## src/hdl/fct_mul.sv

```systemverilog
module fct_mul (
  input  logic               clk_i,
  input  logic signed [33:0] a_i,
  input  logic signed [33:0] b_i,
  output logic signed [67:0] p_o
);

  logic signed [67:0] p_q;

  // registered signed product
  always_ff @(posedge clk_i) begin
    p_q <= a_i * b_i;
  end

  assign p_o = p_q;

endmodule

```

## config.mk

```make
export PLATFORM = sky130hd
export DESIGN_NAME = fct_mul
export DESIGN_NICKNAME = d
export VERILOG_FILES = /design/src/hdl/fct_mul.sv
export SDC_FILE = /design/constraint.sdc
export NUM_CORES = 2
export LEC_CHECK = 0
export BUFFER_PORTS_ARGS = -buffer_cell sky130_fd_sc_hd__buf_2
export CAP_MARGIN = 5
export CORE_MARGIN = 2
export CORE_UTILIZATION = 56
export DETAILED_ROUTE_END_ITERATION = 12
export PLACE_DENSITY = 0.71
export SLEW_MARGIN = 40
export SYNTH_ARGS = -nofsm -noshare
export SYNTH_HDL_FRONTEND = slang
export SYNTH_SLANG_ARGS = --single-unit
```

## constraint.sdc

```tcl
create_clock -name clk_i -period 16.1 [get_ports clk_i]
set_input_delay 1.61 -clock clk_i [delete_from_list [all_inputs] [get_ports clk_i]]
set_output_delay 1.61 -clock clk_i [all_outputs]
set_load 0.1 [all_outputs]
```

==> flow_summary.ini <==
[detailed_routing]
drc = 0
dr.pass1.iters = 7
antenna_left = 0
num_vias = 30300
first_iter_violations = 1874
drt_wl_total_um = 114000
viasPerCell = 5.47
wl_per_cell_um = 20.7

[die]
dieArea_um2 = 79100
rows = 101
die_w_um = 281
ios = 137
dieHeight_um = 281
core_area_um2 = 75900
initial_core_util = 0.567

[outcome]
outcome = complete, no violations

[clocking]
ctsHoldBuffers = 0
cts_setup_buffers = 0
cts_num_sinks = 68
clock-root-buffer = clkbuf_16
cts_buffers = 9
htreeDepth = 3
cts_tree = built
clk_pin_slew_ns = 0.08
clockBufferDepth = 2
post_cts_resize_count = 0

[sta]
hold_viol = 0
tightest_slew_ns = 0.898
min_period_ns = 9.60
fmax_mhz = 104
finalSetupViolCount = 0
rsz0062_at_grt = false
fin_crit_sh = 0.597
final.setup.tns_ns = 0
slew_headroom = 0.401
slew_viol_final = 0

[synth]
yosysMostFrequentCell = fa_1
synth_top_area_cell = fa_1
ys_warn_count = 0
syn_nets = 6068
yosys-top-cells-count = fa_1, inv_1, and2_1, nand2_1, clkbuf_1
syn_area_per_cell_um2 = 9.45
syn_inst = 4554
ys_top_cells_by_area = fa_1, inv_1, and2_1, ha_1, nand2_1
yosysUniqueCellTypes = 69
postSynthRegisterBits = 68
synth-edff-count = 0
synth_area_um2 = 43000
ys_seq_area_frac = 0.0316
netlist.area_leader.share = 0.577
ys_async_sr_fraction = 0
ys.flop_type = dfxtp_1

[setup_path]
cp-start-kind = input port
cp.arrival_ns = 9.94
max_stage_delay_ns = 1.00
cp-end-kind = flip-flop
crit_path_top_delay_cell = fa_1
required_ns = 16.43
cp_common_cell = fa_1
path_class = input port to flip-flop
crit_chain = buf_2 -> nand2_1 -> inv_1 -> fa_1 -> fa_1 -> fa_1 -> fa_1 -> fa_1 -> fa_1 -> fa_1 -> inv_1 -> fa_1 -> inv_1 -> ha_1 -> a21o_1 -> a21o_1 -> a21oi_1 -> o21ai_0 -> a221oi_1 -> o41ai_1 -> a31oi_4 -> o31ai_4 -> a221oi_2 -> xnor2_1
cp_max_fo = 34

[layout]
register_area_um2 = 1360
nFillCells = 6573
syn_to_final_growth_pct = 4.04
stdcell_area_um2 = 44800
drive_gt1_frac = 0.0479
largest_register_ffs = 68
multi_input_area_um2 = 36200
finalNetCount = 6017

[grt]
track_usage = 0.314
grt_pass1_wl_um = 188000
overflow = 0
antenna_found_initial = 7
grt_pass1_vias = 33700
grt_start_max_net_pins = 35

[job]
maxCapViolCount = 0

[placement]
port_buffers = 136
placed_area_um2 = 44400
routabilityCongestion = 0.954
dp_hpwl_um = 87700

[worst_hold_path]
hold_class = input port to flip-flop
## stage by stage
stage	instances	hold slack (ns)	setup WS (ns)	utilization
2_1_floorplan	4554	1.74	7.00	-
5_1_grt	5539	1.85	6.19	0.589
3_5_place_dp	5520	2.16	6.18	0.584
4_1_cts	5536	1.84	6.58	0.588
3_3_place_gp	5518	2.16	6.11	0.583
6_report	5540	1.83	6.50	0.589
## placed cells by master, fill, tap and decap left out, types with 54 or more instances in the layout
master   netlist  routed
a21oi_1       61      61
and2_1       621     621
buf_2          2     117
dfxtp_1       68      68
fa_1        1241    1240
ha_1         204     204
inv_1       1231    1231
nand2_1      542     542
nor2_1        54      54
xnor2_1       56      56
## critical path, delay by kind of cell
family	cells	cell delay, ns
buf+inv	4	0.90
simple gates	1	0.20
fa+ha+maj	9	5.02
xor+xnor	1	0.14
compound gates	9	2.03
## per-layer routing
metal,track usage,vias up,share of wire
li1,-,12700,-
met1,0.422,16100,0.40
met3,0.0582,284,0.081
met2,0.512,1249,0.48
met4,0.115,10,0.037
met5,0,-,0.00065
## final cells by class
class | count | area share
clock buffer | 9 | 0.00503
timing repair buffer | 166 | 0.0231
clock inverter | 7 | 0.00168
tap | 1030 | 0.0288
antenna | 2 | 0.000112
inverter | 1232 | 0.103
sequential | 68 | 0.0304
multi-input combinational | 3026 | 0.808
## logic make-up (layout without fill, tap and decap cells)
kind of cell             after synthesis  count (layout)  synth area share
AND/OR/NAND/NOR                     1296            1296             0.154
flip-flops                            68              68            0.0316
XOR/XNOR                              79              79            0.0161
adder cells (fa/ha/maj)             1445            1445             0.637
other                                  0               2                 0
buffers and inverters               1460            1414             0.128
AO/OA/AOI/OAI                        206             206            0.0335
## final timing paths
kind / from / endpoint / cells past startpoint
setup / recovery: a_i[33] / p_o[66] / 24
hold / removal: b_i[0] / p_o[0] / 2
Power is not shown: default switching activity piles up to over one toggle a cycle in this logic, so the estimate is an artifact.
