$ cat src/hdl/fct_pkg.sv
package fct_pkg;

  // frustum geometry
  localparam int PLANE_COUNT  = 6;
  localparam int CORNER_COUNT = 8;
  localparam int COEF_COUNT   = 4 * PLANE_COUNT;
  localparam int REG_COUNT    = 8;

  // query kinds
  typedef enum logic [1:0] {
    MODE_POINT  = 2'd0,
    MODE_SPHERE = 2'd1,
    MODE_BOX    = 2'd2,
    MODE_NONE   = 2'd3
  } mode_e;

  // operations of the shared root / divide unit
  typedef enum logic {
    OP_SQRT = 1'b0,
    OP_DIV  = 1'b1
  } ds_op_e;

  typedef struct packed {
    logic   start;
    ds_op_e op;
  } ds_req_t;

  // sequencer states
  typedef enum logic [3:0] {
    S_IDLE,
    S_Q_RUN,
    S_Q_DONE,
    S_B_START,
    S_B_SQ,
    S_B_SQRT_GO,
    S_B_SQRT_WAIT,
    S_B_DIV_GO,
    S_B_DIV_WAIT
  } state_e;

  // matrix held as four rows of 128 bits: row k = {reg 2k+1, reg 2k}
  localparam logic [127:0] MAT_RESET [4] = '{
    {64'h0, 64'h0000_0000_0001_0000},
    {64'h0, 64'h0001_0000_0000_0000},
    {64'h0000_0000_0001_0000, 64'h0},
    {64'h0001_0000_0000_0000, 64'h0}
  };

endpackage

$ cat src/hdl/fct_divsqrt.sv
module fct_divsqrt (
  input  logic             clk_i,
  input  logic             rst_ni,
  input  fct_pkg::ds_req_t req_i,
  input  logic [65:0]      rad_i,
  input  logic [48:0]      dvd_i,
  input  logic [32:0]      dvs_i,
  output logic             done_o,
  output logic [48:0]      res_o
);

  logic             busy_q, busy_d;
  logic             done_q, done_d;
  logic [5:0]       cnt_q, cnt_d;
  fct_pkg::ds_op_e  op_q;
  logic [65:0]      src_q;
  logic [35:0]      rem_q;
  logic [48:0]      res_q;
  logic [32:0]      dvs_q;
  logic [36:0]      rem2;
  logic [36:0]      trial;
  logic [36:0]      diff;
  logic             geq;
  logic [5:0]       last;

  // one restoring step: root takes two radicand bits, divide takes one
  always_comb begin
    if (op_q == fct_pkg::OP_SQRT) begin
      rem2  = {rem_q[34:0], src_q[65:64]};
      trial = {2'b00, res_q[32:0], 2'b01};
      last  = 6'd32;
    end else begin
      rem2  = {rem_q, src_q[65]};
      trial = {4'b0000, dvs_q};
      last  = 6'd48;
    end
    geq  = (rem2 >= trial);
    diff = rem2 - trial;
  end

  // control
  always_comb begin
    busy_d = busy_q;
    done_d = 1'b0;
    cnt_d  = cnt_q;
    if (req_i.start) begin
      busy_d = 1'b1;
      cnt_d  = '0;
    end else if (busy_q) begin
      cnt_d = cnt_q + 6'd1;
      if (cnt_q == last) begin
        busy_d = 1'b0;
        done_d = 1'b1;
      end
    end
  end

  always_ff @(posedge clk_i or negedge rst_ni) begin
    if (!rst_ni) begin
      busy_q <= 1'b0;
      done_q <= 1'b0;
      cnt_q  <= '0;
    end else begin
      busy_q <= busy_d;
      done_q <= done_d;
      cnt_q  <= cnt_d;
    end
  end

  // datapath
  always_ff @(posedge clk_i) begin
    if (req_i.start) begin
      op_q  <= req_i.op;
      src_q <= (req_i.op == fct_pkg::OP_SQRT) ? rad_i : {dvd_i, 17'b0};
      rem_q <= '0;
      res_q <= '0;
      dvs_q <= dvs_i;
    end else if (busy_q) begin
      src_q <= (op_q == fct_pkg::OP_SQRT) ? {src_q[63:0], 2'b00} : {src_q[64:0], 1'b0};
      rem_q <= geq ? diff[35:0] : rem2[35:0];
      res_q <= {res_q[47:0], geq};
    end
  end

  assign done_o = done_q;
  assign res_o  = res_q;

endmodule

$ cat config.mk
export PLATFORM = sky130hd
export DESIGN_NAME = fct_divsqrt
export DESIGN_NICKNAME = d
export VERILOG_FILES = /design/src/hdl/fct_pkg.sv /design/src/hdl/fct_divsqrt.sv
export SDC_FILE = /design/constraint.sdc
export NUM_CORES = 1
export LEC_CHECK = 0
export BUFFER_PORTS_ARGS = -buffer_cell sky130_fd_sc_hd__buf_2
export CORE_UTILIZATION = 30
export CTS_CLUSTER_SIZE = 25
export DETAILED_ROUTE_END_ITERATION = 8
export GPL_TIMING_DRIVEN = 0
export PLACE_DENSITY_LB_ADDON = 0.2
export SETUP_SLACK_MARGIN = 0.5
export SYNTH_ARGS = -nofsm -noshare
export SYNTH_HDL_FRONTEND = slang
export SYNTH_SLANG_ARGS = --single-unit
export TNS_END_PERCENT = 30
$ cat constraint.sdc
create_clock -name clk_i -period 12.9 [get_ports clk_i]
set_input_delay 1.29 -clock clk_i [delete_from_list [all_inputs] [get_ports clk_i]]
set_output_delay 1.29 -clock clk_i [all_outputs]
set_load 0.01 [all_outputs]
==> metrics list <==
- Outcome: finished clean
- Layout cells sized above 1: 0.216
* CTS root buf: clkbuf_16
- Final hold violation count: 0
* Count of unresolved DRC violations after routing: 0
- The mapped netlist covers 11,200 um2.
- Setup tns final: 0 ns
* I/O pin count: 202
- Total clock sinks: 193
* Clock-pin slew of the registers on the worst-case setup and hold paths: 0.08 ns
- In the layout the commonest cells are buf_2 (207), mux2i_1 (163), edfxtp_1 (100), nor2_1 (94), a21oi_1 (91).
- In this run the mean area of a mapped cell was 10.2 um2.
- Counting the buffers created by CTS gives 17.
* Unrepaired setup endpoints after global routing: false
- Switching power total: 0.938 mW
* YS warnings: 0
* Fraction of the core area covered by cells at the end of the flow: 0.364
- The via count of the first global-routing pass is 8,899.
- The worst hold path begins at rem_q[29].
- The die is 195 um tall.
- At the end of the flow, the number of nets in the layout was 1,505.
- Footprint of the flip-flops and latches: 4900 um2
* Number of standard cells after synthesis: 1,095
- Dividing the detail-routed wire length by the instance count gives 18.1 um.
- Total via count after detailed routing: 9,026
- CTS tree: yes
* Number of antenna-violating nets in the routed design: 0
- Proportion of total power due to net switching: 0.388
- GRT overflow: 0
* Number of register bits inferred by synthesis: 193
- Core Footprint: 36,600 um2
* MaxCap Viol Count: 0
- Final Max Slew Viols: 0
- Critical Path Source Type: register
- IR drop worst, VDD: 118 uV
* Starting density of the core: 0.305
* Data required time at the worst endpoint: 13.25 ns
* Synthesis-to-layout area growth: 19.3%
- Source-to-sink clock delay at the later pin of the worst-skew pair: 0.46 ns
- Overall routing resource usage: 0.171
- Buffers inserted by post-CTS timing repair: 0
* Pin count of the biggest net entering global routing: 67
* Antenna violations before repair: 2
- Hold repair after CTS inserted 0 buffers.
* Worst EP arrival: 6.27 ns
* WHS: 0.481 ns
- Worst hold path class: reg2reg
* Initial drt markers: 510
* Number of flops mapped to enable cells by yosys: 100
- In the final layout, the multi-input gates occupy 5920 um2.
- Unique cell type count in the Yosys netlist: 60
* Primary flip-flop cell chosen by synthesis mapping: edfxtp_1
* Start point of the critical path: op_q
- After detailed routing, the number of vias per cell comes to 5.03.
* Std cell rows: 70
- The number of antenna diodes in the final layout is 0.
- Between clock sinks in the finished design, the worst skew comes to 0.0130 ns.
* Slew of the pin with the lowest slew margin: 1.22 ns
- Commonest non-fill, non-tap cell in the layout: buf_2
- The share of total power dissipated in sequential elements is 0.324.
* Overall routed net length: 32.5 mm
- In this run the tool buffered the top-level ports with 201 buffer cells.
- Number of buffers on the longest clock path: 2
- The smallest clock period supported by the final layout is computed as 5.92 ns.
- Static timing analysis puts the maximum clock frequency at 169 MHz.
- The internal portion of the total power is 1.48 mW.
- Max-slew headroom: 0.185
- The first global-routing pass estimated 50.5 mm of wire.
- Dividing the final minimum period by the clock period gives 0.459.
* Leak Pwr: 5.91 nW
- Sequential share of the synthesized area: 0.439
- Measured along the x axis, the die boundary spans 195 um.
- Of all flip-flops after synthesis, the portion carrying an async set or reset was 0.0415.
- DP Wirelength: 24.0 mm
- The layout has 3,757 filler cells.
- The share of total power dissipated in the clock network is 0.219.
- Routability-driven placement finished with a final weighted congestion of 0.859.
* Cell Pwr Density: 181 nW/um2
- Once the clock tree was built, the resizer swapped 0 gates to a different size.
- The startpoint identified for the worst register-to-register timing path is op_q.
- Largest fanout of any net on the critical path: 10
* Nature of the critical path endpoint: register
* Die outline area: 38,000 um2
* Final-report setup violation count: 0
- The H-tree was split into 4 levels.
* Total iterations of the first detailed-routing run: 5
* Worst Path Class, Setup: reg2reg
- Counting every net in the synthesized netlist gives 1,285.
- Of the total power, combinational logic draws 0.458.
==> cell families after synthesis <==
kind of cell / count (synthesis) / synth area share
xor gates and xnor gates: 38 / 0.0298
muxes: 200 / 0.184
and+or+nand+nor: 258 / 0.110
DFF: 193 / 0.439
adders and majority gates: 38 / 0.0432
buffers and inverters: 87 / 0.0319
AOI/OAI and AO/OA: 281 / 0.162
==> area by class of cell <==
type,count,share of cell area
Clock buffer,17,0.0319
Clock inverter,15,0.0107
Multi-Input combinational cell,815,0.444
Buffer,76,0.0236
Sequential cell,193,0.368
Tap cell,468,0.0439
Timing Repair Buffer,201,0.0754
Inverter,11,0.00328
==> power by group through the flow <==
stage	combinational, mW	clock (mW)	sequential [mW]
finish	1.11	0.529	0.783
CTS	1.10	0.546	0.781
global placement	1.09	0	0.794
global route	1.23	0.567	0.793
floorplan	0.844	0	0.778
detailed placement	1.10	0	0.794
==> layer usage <==
metal	share of wire	vias to the layer above	GRT usage
met5	0.00083	-	0
met2	0.45	169	0.263
li1	-	4493	-
met3	0.038	22	0.0337
met1	0.50	4338	0.242
met4	0.015	4	0.0455
==> critical path: stages, from the launching register on <==
cell and delay [ns]:
edfxtp_1 0.32, clkbuf_1 0.42, buf_1 0.62, clkbuf_1 0.56, clkbuf_1 0.87, mux2i_1 0.20, ha_1 0.47, nand2_1 0.07
o21ai_0 0.44, a211oi_1 0.17, o311ai_0 0.61, a21boi_1 0.46, xor2_1 0.12, mux2_4 0.27, a22o_1 0.19
==> synth_stat cells (2+ instances only) <==
cell	instances	area share
a211oi_1	73	0.049
a21boi_0	2	0.0013
a21o_1	8	0.0054
a21oi_1	91	0.041
a21oi_2	2	0.0016
a22o_1	5	0.0039
a31oi_1	6	0.0034
a32o_1	3	0.0027
a32oi_1	9	0.0071
and2_1	6	0.0034
and3_1	3	0.0017
and4_1	2	0.0016
buf_1	15	0.0050
buf_2	6	0.0027
buf_6	3	0.0030
clkbuf_1	52	0.017
dfrtp_1	8	0.018
dfxtp_1	85	0.15
edfxtp_1	100	0.27
ha_1	37	0.041
inv_1	10	0.0034
mux2_2	35	0.035
mux2_4	2	0.0027
mux2i_1	163	0.15
nand2_1	51	0.017
nand2b_1	8	0.0045
nand3_1	13	0.0058
nand4_1	9	0.0050
nor2_1	94	0.032
nor2b_1	54	0.030
nor3_1	7	0.0031
nor4_1	3	0.0017
o211ai_1	2	0.0013
o21a_1	8	0.0054
o21ai_0	52	0.023
o21ai_1	3	0.0013
o21bai_1	2	0.0013
or2_1	2	0.0011
or3_1	4	0.0022
xnor2_1	20	0.016
xor2_1	18	0.014
==> metrics by stage <==
| step | cells | total power [mW] | setup WS, ns | instance area (um2) |
|---|---|---|---|---|
| after floorplan | 1095 | 1.62 | 8.73 | 11200 |
| after global placement | 1764 | 1.88 | 6.91 | 12800 |
| after detailed placement | 1764 | 1.89 | 6.94 | 12800 |
| after CTS | 1796 | 2.43 | 6.91 | 13300 |
| after global routing | 1796 | 2.58 | 6.55 | 13300 |
| final | 1796 | 2.42 | 6.98 | 13300 |
==> path summary, 6_finish.rpt <==
check / to / slack [ns] / depth (start not counted)
max: rem_q[24] / 6.98 / 14
min: rem_q[29] / 0.48 / 2
max reg2reg: rem_q[24] / 6.98 / 14
min reg2reg: rem_q[29] / 0.48 / 2
max in group asynchronous: cnt_q[1] / 12.05 / 1
min in group asynchronous: cnt_q[4] / 0.67 / 1
==> registers in the layout, indices dropped and copies added, names as in the netlist <==
| register | flops |
|---|---|
| busy_q | 1 |
| cnt_q | 6 |
| done_o | 1 |
| dvs_q | 33 |
| op_q | 1 |
| rem_q | 36 |
| res_o | 49 |
| src_q | 66 |
(Power assumes the default switching activity.)
